<file path="config.mk">
export PLATFORM = sky130hd
export DESIGN_NAME = dollar_field_command_parser_unit
export DESIGN_NICKNAME = d
export VERILOG_FILES = /design/src/dfcp_pkg.sv /design/src/dfcp_front.sv /design/src/dfcp_queue.sv /design/src/dfcp_back.sv /design/src/dollar_field_command_parser_unit.sv
export SDC_FILE = /design/constraint.sdc
export NUM_CORES = 2
export LEC_CHECK = 0
export ABC_AREA = 1
export BUFFER_PORTS_ARGS = -buffer_cell sky130_fd_sc_hd__buf_2
export CORE_UTILIZATION = 35
export DETAILED_ROUTE_END_ITERATION = 6
export SYNTH_ARGS = -nofsm -noshare
export SYNTH_HDL_FRONTEND = slang
export SYNTH_SLANG_ARGS = --single-unit
</file>
<file path="constraint.sdc">
create_clock -name clk -period 10.8 [get_ports clk]
set_input_delay 0.54 -clock clk [delete_from_list [all_inputs] [get_ports clk]]
set_output_delay 0.54 -clock clk [all_outputs]
set_load 0.02 [all_outputs]
</file>
<file path="src/dfcp_pkg.sv">
package dfcp_pkg;

  localparam logic [7:0] TERM_CHAR = 8'h3B;
  localparam logic [7:0] MARK_CHAR = 8'h24;
  localparam logic [31:0] HELD_RESET = 32'd65535;

  localparam logic [1:0] CMD_STORE = 2'd0;
  localparam logic [1:0] CMD_CLEAR = 2'd1;
  localparam logic [1:0] CMD_END   = 2'd2;

  localparam logic [2:0] ST_TAKEN     = 3'd0;
  localparam logic [2:0] ST_REPEATED  = 3'd1;
  localparam logic [2:0] ST_NO_OPEN   = 3'd2;
  localparam logic [2:0] ST_NO_CLOSE  = 3'd3;
  localparam logic [2:0] ST_EMPTY     = 3'd4;
  localparam logic [2:0] ST_TOO_LONG  = 3'd5;

  localparam int QUEUE_DEPTH = 4;
  localparam int QUEUE_AW = 2;

  typedef struct packed {
    logic [1:0] kind;
    logic [7:0] data;
  } cmd_t;

endpackage

</file>
<file path="src/dfcp_front.sv">
module dfcp_front #(
  parameter int LINE_CAPACITY = 128
) (
  input  logic              clk,
  input  logic              rst,
  input  logic              s_tvalid,
  output logic              s_tready,
  input  logic [7:0]        s_tdata,
  input  logic              q_full,
  output logic              q_push,
  output dfcp_pkg::cmd_t    q_cmd
);

  localparam int IW = $clog2(LINE_CAPACITY);
  localparam logic [IW-1:0] LAST = IW'(LINE_CAPACITY - 1);

  logic [IW-1:0] count;
  logic [IW-1:0] count_next;
  logic          accept;

  assign s_tready = !q_full;
  assign accept   = s_tvalid && !q_full;

  always_comb begin
    q_push     = 1'b0;
    q_cmd.kind = dfcp_pkg::CMD_STORE;
    q_cmd.data = s_tdata;
    count_next = count;
    if (s_tdata != dfcp_pkg::TERM_CHAR) begin
      q_push = accept;
      if (count < LAST) begin
        q_cmd.kind = dfcp_pkg::CMD_STORE;
        count_next = count + 1'b1;
      end else begin
        // line full: clear it, the byte itself is dropped
        q_cmd.kind = dfcp_pkg::CMD_CLEAR;
        count_next = '0;
      end
    end else if (count != '0) begin
      q_push     = accept;
      q_cmd.kind = dfcp_pkg::CMD_END;
      count_next = '0;
    end
  end

  always_ff @(posedge clk) begin
    if (rst) begin
      count <= '0;
    end else if (accept) begin
      count <= count_next;
    end
  end

endmodule

</file>
<file path="src/dfcp_queue.sv">
module dfcp_queue (
  input  logic           clk,
  input  logic           rst,
  input  logic           push,
  input  dfcp_pkg::cmd_t push_cmd,
  output logic           full,
  input  logic           pop,
  output logic           valid,
  output dfcp_pkg::cmd_t pop_cmd
);

  dfcp_pkg::cmd_t entries [dfcp_pkg::QUEUE_DEPTH];
  logic [dfcp_pkg::QUEUE_AW-1:0] wptr;
  logic [dfcp_pkg::QUEUE_AW-1:0] rptr;
  logic [dfcp_pkg::QUEUE_AW:0]   fill;

  assign full    = fill == (dfcp_pkg::QUEUE_AW + 1)'(dfcp_pkg::QUEUE_DEPTH);
  assign valid   = fill != '0;
  assign pop_cmd = entries[rptr];

  always_ff @(posedge clk) begin
    if (push && !full) begin
      entries[wptr] <= push_cmd;
    end
  end

  always_ff @(posedge clk) begin
    if (rst) begin
      wptr <= '0;
      rptr <= '0;
      fill <= '0;
    end else begin
      if (push && !full) begin
        wptr <= wptr + 1'b1;
      end
      if (pop && valid) begin
        rptr <= rptr + 1'b1;
      end
      case ({push && !full, pop && valid})
        2'b10:   fill <= fill + 1'b1;
        2'b01:   fill <= fill - 1'b1;
        default: fill <= fill;
      endcase
    end
  end

endmodule

</file>
<file path="src/dfcp_back.sv">
module dfcp_back #(
  parameter int LINE_CAPACITY  = 128,
  parameter int FIELD_CAPACITY = 32
) (
  input  logic           clk,
  input  logic           rst,
  input  logic           q_valid,
  input  dfcp_pkg::cmd_t q_cmd,
  output logic           q_pop,
  output logic           m_tvalid,
  input  logic           m_tready,
  output logic [39:0]    m_tdata     // [2:0] status, [34:3] value, [39:35] zero
);

  localparam int IW = $clog2(LINE_CAPACITY);
  localparam int FW = $clog2(FIELD_CAPACITY + 1);
  localparam logic [FW-1:0] FCAP = FW'(FIELD_CAPACITY);

  localparam logic [1:0] B_IDLE  = 2'd0;
  localparam logic [1:0] B_CMP   = 2'd1;
  localparam logic [1:0] B_FIX   = 2'd2;
  localparam logic [1:0] B_PARSE = 2'd3;

  localparam logic [1:0] P_OPEN  = 2'd0;
  localparam logic [1:0] P_FIELD = 2'd1;
  localparam logic [1:0] P_DONE  = 2'd2;

  localparam logic [1:0] C_WS   = 2'd0;
  localparam logic [1:0] C_DIG  = 2'd1;
  localparam logic [1:0] C_STOP = 2'd2;

  localparam logic [31:0] MAG_LIMIT = 32'h8000_0000;
  localparam logic [31:0] POS_LIMIT = 32'h7FFF_FFFF;

  logic [7:0] line_mem [LINE_CAPACITY];
  logic [7:0] prev_mem [LINE_CAPACITY];

  logic [1:0]    state;
  logic [IW-1:0] len;
  logic [IW-1:0] prev_len;
  logic [IW-1:0] text_len;
  logic [IW-1:0] ri;
  logic [IW-1:0] pi;
  logic          dv;
  logic          mism;
  logic          equal;
  logic [7:0]    ld;
  logic [7:0]    pd;
  logic [1:0]    ps;
  logic [1:0]    cs;
  logic          neg;
  logic [31:0]   mag;
  logic [FW-1:0] flen;
  logic [31:0]   held;
  logic [2:0]    status;
  logic          out_valid;

  logic          store_we;
  logic          prev_we;
  logic          is_digit;
  logic          is_blank;
  logic          is_sign;
  logic [35:0]   mag_step;
  logic [31:0]   mag_sat;
  logic [1:0]    cs_next;
  logic          neg_next;
  logic [31:0]   mag_next;
  logic [31:0]   conv_value;

  assign q_pop    = (state == B_IDLE) && q_valid &&
                    ((q_cmd.kind != dfcp_pkg::CMD_END) || !out_valid);
  assign store_we = q_pop && (q_cmd.kind == dfcp_pkg::CMD_STORE);
  assign prev_we  = (state == B_PARSE) && dv && (pi != text_len);

  assign m_tvalid = out_valid;
  assign m_tdata  = {5'd0, held, status};

  always_ff @(posedge clk) begin
    if (store_we) begin
      line_mem[len] <= q_cmd.data;
    end
    ld <= line_mem[ri];
  end

  always_ff @(posedge clk) begin
    if (prev_we) begin
      prev_mem[pi] <= ld;
    end
    pd <= prev_mem[ri];
  end

  // atoi-style digit step, magnitude clamped at 2^31
  always_comb begin
    is_digit = (ld >= 8'h30) && (ld <= 8'h39);
    is_blank = (ld == 8'h20) || ((ld >= 8'h09) && (ld <= 8'h0D));
    is_sign  = (ld == 8'h2B) || (ld == 8'h2D);
    mag_step = {1'b0, mag, 3'b000} + {3'b000, mag, 1'b0} + {32'd0, ld[3:0]};
    mag_sat  = (mag_step > {4'd0, MAG_LIMIT}) ? MAG_LIMIT : mag_step[31:0];
    cs_next  = cs;
    neg_next = neg;
    mag_next = mag;
    case (cs)
      C_WS: begin
        if (is_blank) begin
          cs_next = C_WS;
        end else if (is_sign) begin
          neg_next = ld == 8'h2D;
          cs_next  = C_DIG;
        end else if (is_digit) begin
          mag_next = {28'd0, ld[3:0]};
          cs_next  = C_DIG;
        end else begin
          cs_next = C_STOP;
        end
      end
      C_DIG: begin
        if (is_digit) begin
          mag_next = mag_sat;
        end else begin
          cs_next = C_STOP;
        end
      end
      default: cs_next = cs;
    endcase
    if (neg) begin
      conv_value = 32'd0 - mag;
    end else if (mag > POS_LIMIT) begin
      conv_value = POS_LIMIT;
    end else begin
      conv_value = mag;
    end
  end

  always_ff @(posedge clk) begin
    if (rst) begin
      state     <= B_IDLE;
      len       <= '0;
      prev_len  <= '0;
      held      <= dfcp_pkg::HELD_RESET;
      out_valid <= 1'b0;
      dv        <= 1'b0;
    end else begin
      if (out_valid && m_tready) begin
        out_valid <= 1'b0;
      end
      case (state)
        B_IDLE: begin
          if (q_pop) begin
            case (q_cmd.kind)
              dfcp_pkg::CMD_STORE: len <= len + 1'b1;
              dfcp_pkg::CMD_CLEAR: len <= '0;
              dfcp_pkg::CMD_END: begin
                state <= B_CMP;
                ri    <= '0;
                dv    <= 1'b0;
                mism  <= 1'b0;
              end
              default: len <= len;
            endcase
          end
        end
        B_CMP: begin
          ri <= ri + 1'b1;
          pi <= ri;
          dv <= 1'b1;
          if (dv) begin
            if ((pi == len) || (ld == 8'd0)) begin
              // text ends at line end or first zero byte
              text_len <= pi;
              equal    <= !mism && (pi == prev_len);
              dv       <= 1'b0;
              state    <= B_FIX;
            end else if ((pi >= prev_len) || (ld != pd)) begin
              mism <= 1'b1;
            end
          end
        end
        B_FIX: begin
          len <= '0;
          if (equal) begin
            status    <= dfcp_pkg::ST_REPEATED;
            out_valid <= 1'b1;
            state     <= B_IDLE;
          end else begin
            prev_len <= text_len;
            ri       <= '0;
            dv       <= 1'b0;
            ps       <= P_OPEN;
            cs       <= C_WS;
            neg      <= 1'b0;
            mag      <= '0;
            flen     <= '0;
            state    <= B_PARSE;
          end
        end
        B_PARSE: begin
          ri <= ri + 1'b1;
          pi <= ri;
          dv <= 1'b1;
          if (dv) begin
            if (pi == text_len) begin
              dv        <= 1'b0;
              out_valid <= 1'b1;
              state     <= B_IDLE;
              case (ps)
                P_OPEN:  status <= dfcp_pkg::ST_NO_OPEN;
                P_FIELD: status <= dfcp_pkg::ST_NO_CLOSE;
                default: begin
                  if (flen == '0) begin
                    status <= dfcp_pkg::ST_EMPTY;
                  end else if (flen == FCAP) begin
                    status <= dfcp_pkg::ST_TOO_LONG;
                  end else begin
                    status <= dfcp_pkg::ST_TAKEN;
                    held   <= conv_value;
                  end
                end
              endcase
            end else begin
              case (ps)
                P_OPEN: begin
                  if (ld == dfcp_pkg::MARK_CHAR) begin
                    ps <= P_FIELD;
                  end
                end
                P_FIELD: begin
                  if (ld == dfcp_pkg::MARK_CHAR) begin
                    ps <= P_DONE;
                  end else begin
                    if (flen != FCAP) begin
                      flen <= flen + 1'b1;
                    end
                    cs  <= cs_next;
                    neg <= neg_next;
                    mag <= mag_next;
                  end
                end
                default: ps <= ps;
              endcase
            end
          end
        end
        default: state <= B_IDLE;
      endcase
    end
  end

endmodule

</file>
<file path="src/dollar_field_command_parser_unit.sv">
// Line parser for '$'-delimited numeric commands. Bytes enter on s_* and go
// through a four-entry command queue; the back end stores each byte while it
// is idle. A ';' ending a non-empty line gives one result on m_*: the back end
// walks the stored line once to find its text and compare it with the previous
// line, then once more to copy it and parse the field, one byte a cycle through
// the registered read port of the line memory (a repeated line skips the second
// walk). Bytes keep entering the queue meanwhile until it fills. The line
// memories need no clearing after reset; only control state is reset.
module dollar_field_command_parser_unit #(
  parameter int LINE_CAPACITY  = 128,
  parameter int FIELD_CAPACITY = 32
) (
  input  logic        clk,
  input  logic        rst,
  input  logic        s_tvalid,
  output logic        s_tready,
  input  logic [7:0]  s_tdata,     // [7:0] rx_byte
  output logic        m_tvalid,
  input  logic        m_tready,
  output logic [39:0] m_tdata      // [2:0] status, [34:3] value, [39:35] zero
);

  logic           push;
  logic           full;
  logic           pop;
  logic           q_valid;
  dfcp_pkg::cmd_t push_cmd;
  dfcp_pkg::cmd_t pop_cmd;

  dfcp_front #(
    .LINE_CAPACITY(LINE_CAPACITY)
  ) u_front (
    .clk      (clk),
    .rst      (rst),
    .s_tvalid (s_tvalid),
    .s_tready (s_tready),
    .s_tdata  (s_tdata),
    .q_full   (full),
    .q_push   (push),
    .q_cmd    (push_cmd)
  );

  dfcp_queue u_queue (
    .clk      (clk),
    .rst      (rst),
    .push     (push),
    .push_cmd (push_cmd),
    .full     (full),
    .pop      (pop),
    .valid    (q_valid),
    .pop_cmd  (pop_cmd)
  );

  dfcp_back #(
    .LINE_CAPACITY  (LINE_CAPACITY),
    .FIELD_CAPACITY (FIELD_CAPACITY)
  ) u_back (
    .clk      (clk),
    .rst      (rst),
    .q_valid  (q_valid),
    .q_cmd    (pop_cmd),
    .q_pop    (pop),
    .m_tvalid (m_tvalid),
    .m_tready (m_tready),
    .m_tdata  (m_tdata)
  );

endmodule

</file>
Word-level counts from Yosys, hierarchy flattened
Memory sizes are Yosys's and may differ from the RTL's. A register that Yosys moved wholly into a read port is not among the register bits.
Index checks and enable logic that the tools add are counted.
{"block": "totals", "out_inout_bits": 42, "ff_bits": 133, "word_cells": 251, "ram_bits": 2088, "latch_bits": 0, "inputBits": 12, "romBits": 0, "memories": 3}
{"memory": "u_back.line_mem", "words": 128, "word_bits": 8, "read_ports": 1, "rd_ports_with_merged_regs": 1, "wr": 1, "line_no": "dfcp_back.sv:35", "source": "logic [7:0] line_mem [LINE_CAPACITY];"}
{"memory": "u_back.prev_mem", "words": 128, "word_bits": 8, "read_ports": 1, "rd_ports_with_merged_regs": 1, "wr": 1, "line_no": "dfcp_back.sv:36", "source": "logic [7:0] prev_mem [LINE_CAPACITY];"}
{"memory": "u_queue.entries", "words": 4, "word_bits": 10, "read_ports": 1, "rd_ports_with_merged_regs": 1, "wr": 1, "line_no": "dfcp_queue.sv:12", "source": "dfcp_pkg::cmd_t entries [dfcp_pkg::QUEUE_DEPTH];"}
{"block": "op_classes", "reduce_logical": 51, "n_lt_le_gt_ge": 8, "bitwise_logic": 5, "eq_ne": 50, "n_addsub": 11, "n_div": 0, "n_mux": 102, "shifts": 0, "mul": 0}
{"operator": "$mux W32", "count": 12}
{"operator": "$pmux W32 S2", "count": 2}
{"operator": "$mux W7", "count": 7}
{"operator": "$mux W2", "count": 24}
{"operator": "$add A35 B33 Y36", "count": 1}
{"operator": "$add A36 B4 Y36", "count": 1}
{"operator": "$gt A36 B32 Y1 const B", "count": 1}
{"operator": "$mux W6", "count": 6}
{"operator": "$eq A8 B6 Y1 const B", "count": 4}
{"operator": "$gt A32 B31 Y1 const B", "count": 1}
{"operator": "$sub A1 B32 Y32 const A", "count": 1}
{"operator": "$mux W1", "count": 30}
{"operator": "$pmux W7 S2", "count": 2}
{"operator": "$ne A3 B3 Y1 const B", "count": 8}
{"operator": "$ne A2 B2 Y1 const B", "count": 11}
{"operator": "$add A7 B1 Y7 const B", "count": 3}
{"operator": "$eq A7 B7 Y1", "count": 3}
{"operator": "$pmux W7 S3", "count": 1}
{"operator": "$pmux W3 S2", "count": 3}
{"operator": "$pmux W2 S2", "count": 4}
{"operator": "$reduce_and A8 Y1", "count": 2}
{"operator": "$mux W3", "count": 5}
{"operator": "$ne A2 B1 Y1 const B", "count": 7}
{"operator": "$logic_and A1 B1 Y1", "count": 12}
{"operator": "other kinds (42)", "count": 76}

Depth between registers and ports, before layout
{"block": "depth", "ltp_word": 11, "mapped_depth": 22, "depth_no_buf": 21}

Hierarchy
A second synthesis with hierarchy kept.
{"block": "unflattened", "cells_unflattened": 7658, "area_unflattened_um2": 92495.0}
{"module": "dfcp_back", "cells_per_inst": 7387, "area_each_um2": 89903.7, "n_inst": 1, "seq_area_each_um2": 64892.2}
{"module": "dfcp_queue", "cells_per_inst": 166, "area_each_um2": 1979.4, "n_inst": 1, "seq_area_each_um2": 1381.3}
{"module": "dfcp_front", "cells_per_inst": 105, "area_each_um2": 611.8, "n_inst": 1, "seq_area_each_um2": 140.1}

Least setup slack after synthesis
Ideal clock, no wire load.
{"block": "synth_timing", "kind": "register to register", "startpoint": "reg with a tool-made name", "endpoint": "mem u_back.line_mem[0][0] (data pin)", "n_path_buf": 2, "synth_period_minus_slack_ns": 5.237, "setup_time_ns": 0.897, "path_slack_ns": 5.563, "arrival_ns": 4.340, "path_stages_with_launch": 5, "t_required_ns": 9.903, "cell_sequence": "dfxtp_1 > buf_4 > clkbuf_1 > nor2_1 > o22ai_1"}
{"element": "end, declared", "line_no": "dfcp_back.sv:35"}

==> metrics <==
final wirelength=between 200000 and 300000 µm; violation count after the first detailed-routing iteration=6802; setup bufs post-CTS=0; max-slew violation total from the final report=0; Clock Sinks=2239; TritonCTS Buffers=about 210; Top cell by count, worst path=nand2_1; slew at the pin closest to its max-slew limit=between 1000 and 1500 ps; floorplan die height=516.7 µm; floorplan core area=263000 µm²; flip-flop and latch count after synthesis=around 2200; antenna viol nets, final=0; startpoint-to-endpoint class of the critical path=flip-flop to flip-flop; slowest cell delay on critical path=around 750 ps; final number of setup-violating endpoints=0; Via Count=between 60000 and 70000; synthesized area per cell=roughly 12 µm²; leakage power of the design=~33 nW; port bufs=between 40 and 50; cell type group with the largest total delay on the critical path=simple AND/OR/NAND/NOR gates; # resized after CTS=0; via count of the first global-routing pass=~60000; worst path required time=approximately 11000 ps; setup repair after global routing missed its margin=no; post-synthesis instance total=about 7700; run status=completed; clock tree buffer depth=3; Area growth syn-to-layout=11.59%; DIE AREA=between 200000 and 300000 µm²; detailed-router iteration count before antenna repair=6; area of placed instances=a little under 100000 µm²; Final Instance Area=slightly above 100000 µm²; summed negative setup slack over all endpoints=0 ps; series of cell instances along the critical path=clkinv_1, nand2_1, nand3_1, nand2_1, nor2_1, nand2_1, nand2_1, inv_2, nand2_1, nor2_1, inv_1, nor3_4, nand2_1, nor2_1; class of the worst hold path=input pin to flip-flop; critical path fanouts, max=22; arrival time reported for the critical path endpoint=5410 ps; kind of start point of the critical path=flip-flop; number of antenna violations at the first check in global routing=2; Overflow after GRT=0; wire length of the first global-routing pass=~380000 µm; number of I/O pins=54; GRT Util Overall=between 10% and 20%; count of nets after finishing=roughly 7600; FILL cells=24850; initial core utilization=a little over a third; routability cong.=around 0.84; final setup skew=~72 ps; DRC Markers=0; TritonCTS clock tree=yes; number of rows in the core area=188; Post-synth EDFFs=about 2200; clk_lat worst skew=about 890 ps; post-layout minimum cycle time=between 4000 and 5000 ps; async set or reset register ratio after synthesis=0%; post-detailed-route wirelength per cell=~23 µm; nature of the critical path endpoint=flip-flop; VDD IR-drop max=roughly 0.2 mV; post-DR vias/cell=5.506; final hold violation count=0; width of the die=516.7 µm; number of distinct standard cells referenced by the synthesized netlist=59; synthesis warning total=0; Period Utilization, post-route=45.39%; cell type of the slowest stage on the worst timing path=dfxtp_1; count of maximum capacitance violations=0; synthesized area=92710 µm²; pin count of the biggest net entering global routing=between 200 and 250; root buf cell=clkbuf_16; H-tree lvl count=4; most used flip-flop cell after synthesis=edfxtp_1; layout cell share with drive strength beyond 1=6.326%; proportion of synthesized chip area in sequential cells=a little under three quarters; Relative slew margins=between 10% and 20%; power per standard cell area=between 200 and 250 nW/µm²; Clk pin slew, worst setup/hold paths=approximately 70 ps; detailed placer's ending HPWL=about 150000 µm; Highest Clock Rate=between 200 and 250 MHz; number of buffers and inverters on the critical path=3
-- power breakdown --
group | internal (mW) | total, mW | switching, mW | leakage [nW]
Combinational | 0.968 | 4.96 | 3.99 | 9.73
Sequential | 11.0 | 11.3 | 0.277 | 20.2
Clock | 4.15 | 7.44 | 3.30 | 3.38
-- Yosys cell counts (3+ instances only) --
master	count	area share [%]
a211o_1	3	0.028
a211oi_1	16	0.13
a21boi_0	9	0.073
a21oi_1	114	0.62
a221oi_1	3	0.028
a31oi_1	22	0.15
and2_1	3	0.020
buf_1	14	0.057
buf_2	72	0.39
buf_4	11	0.089
clkbuf_1	404	1.6
clkinv_1	8	0.032
dfxtp_1	82	1.8
edfxtp_1	2157	70
fa_1	3	0.065
ha_1	82	1.1
inv_1	256	1.0
inv_2	4	0.016
nand2_1	586	2.4
nand3_1	200	1.1
nand3b_1	5	0.040
nand4_1	30	0.20
nor2_1	1585	6.4
nor3_1	31	0.17
nor3_4	5	0.088
nor4_1	13	0.088
o211ai_1	92	0.74
o21a_1	7	0.057
o21ai_0	1224	6.6
o21ai_1	10	0.054
o21bai_1	4	0.032
o221ai_1	235	2.2
o22ai_1	313	2.1
o31ai_1	7	0.057
or2_2	9	0.061
xnor2_1	15	0.14
xor2_1	10	0.094
-- registers in the layout, summed over array words and instances (netlist names), 6 cells and up, named ones only --
| name | flops |
|---|---|
| u_back.text_len | 7 |
| u_back.len | 7 |
| u_back.ri | 7 |
| u_back.pi | 7 |
| u_back.mag | 32 |
| u_back.ld | 8 |
| u_back.prev_len | 7 |
| u_front.count | 7 |
| u_back.prev_mem | 1024 |
| u_queue.entries | 40 |
| u_back.line_mem | 1024 |
| u_back.pd | 8 |
| u_back.held | 32 |
| u_back.flen | 6 |
-- timing repair --
item | 4_1_cts | 5_1_grt
hold buffers | 9 | 0
hold endpoints to repair | 33 | 0
endpoints found under the setup margin | 0 | 0
-- final timing paths --
kind / startpoint / to / slack, ps / cells after the start
setup / recovery: flip-flop / u_back.line_mem[61][0] / 5900 / 14
hold reg to reg: u_back.ri[5] / u_back.pi[5] / 460 / 0
setup reg to reg: flip-flop / u_back.line_mem[61][0] / 5900 / 14
hold / removal: rst / u_back.dv / 210 / 2
-- metal layers --
| metal | vias up | global-route usage, % | wire [µm] | part of all wire, % |
|---|---|---|---|---|
| li1 | 27970 | - | - | - |
| met1 | 30650 | 25.44 | 106800 | 42 |
| met2 | 2873 | 30.49 | 120300 | 47 |
| met3 | 433 | 2.995 | 20890 | 8.2 |
| met4 | 0 | 6.037 | 7397 | 2.9 |
| met5 | - | 0 | 0 | 0 |
-- cells in the final DEF, fill, tap and decap left out, drive strengths merged, types with 11 or more instances in the layout --
master  synthesis  routed
edfxtp       2157    2157
nor2         1587    1587
o21ai        1234    1234
nand2         587     587
o22ai         313     313
clkbuf        404     272
inv           260     271
o221ai        235     235
nand3         201     201
buf            99     144
a21oi         114     114
clkinv          8     106
o211ai         92      92
ha             82      82
dfxtp          82      82
nor3           37      37
nand4          30      30
a31oi          22      22
a211oi         16      16
bufinv          0      16
xnor2          15      15
nor4           13      13
or2            11      11
-- area by class of cell --
type / instances / area (µm²) / area share, %
sequential: 2239 / 66440 / 64.22
clock buffer: 272 / 5719 / 5.528
clock inverter: 131 / 1245 / 1.203
inverter: 268 / 1031 / 0.9965
timing repair buffer: 153 / 1234 / 1.192
multi-input combinational: 4667 / 23390 / 22.61
antenna: 1 / 2.502 / 0.002419
tap: 3515 / 4398 / 4.251
-- kinds of logic (layout without fill, tap and decap cells) --
kind of cell / after synthesis / in the layout / share of synthesized area, %
adder cells (fa/ha/maj): 85 / 85 / 1.171
buffers and inverters: 771 / 824 / 3.279
other: 1 / 6 / 0.004045
multiplexers: 1 / 1 / 0.01080
AND/OR/NAND/NOR: 2479 / 2479 / 10.64
AO/OA/AOI/OAI: 2072 / 2072 / 13.03
flip-flops: 2239 / 2239 / 71.63
XOR/XNOR: 25 / 25 / 0.2362
-- worst reg2reg max path: stages (launching register included) --
cell	delay (ps)
dfxtp_1	750
clkinv_1	600
nand2_1	190
nand3_1	100
nand2_1	160
nor2_1	90
nand2_1	70
nand2_1	50
inv_2	110
nand2_1	80
nor2_1	310
inv_1	270
nor3_4	580
nand2_1	460
nor2_1	710
-- metrics by stage --
| stage | utilization [%] | std cells | hold slack (ps) | total power, mW | setup WS [ps] |
|---|---|---|---|---|---|
| 6_report | 39.34 | 11250 | 212.4 | 23.68 | 5898 |
| 4_1_cts | 39.33 | 11240 | 146.6 | 23.75 | 5862 |
| 5_1_grt | 39.34 | 11250 | 219.7 | 24.45 | 5462 |
| 3_3_place_gp | 36.65 | 10830 | 430.0 | 16.32 | 5846 |
| 2_1_floorplan | - | 7677 | 424.4 | 14.20 | 5563 |
| 3_5_place_dp | 36.65 | 10830 | 435.1 | 16.39 | 5865 |
Note: power is estimated with default switching activity, not from simulation.
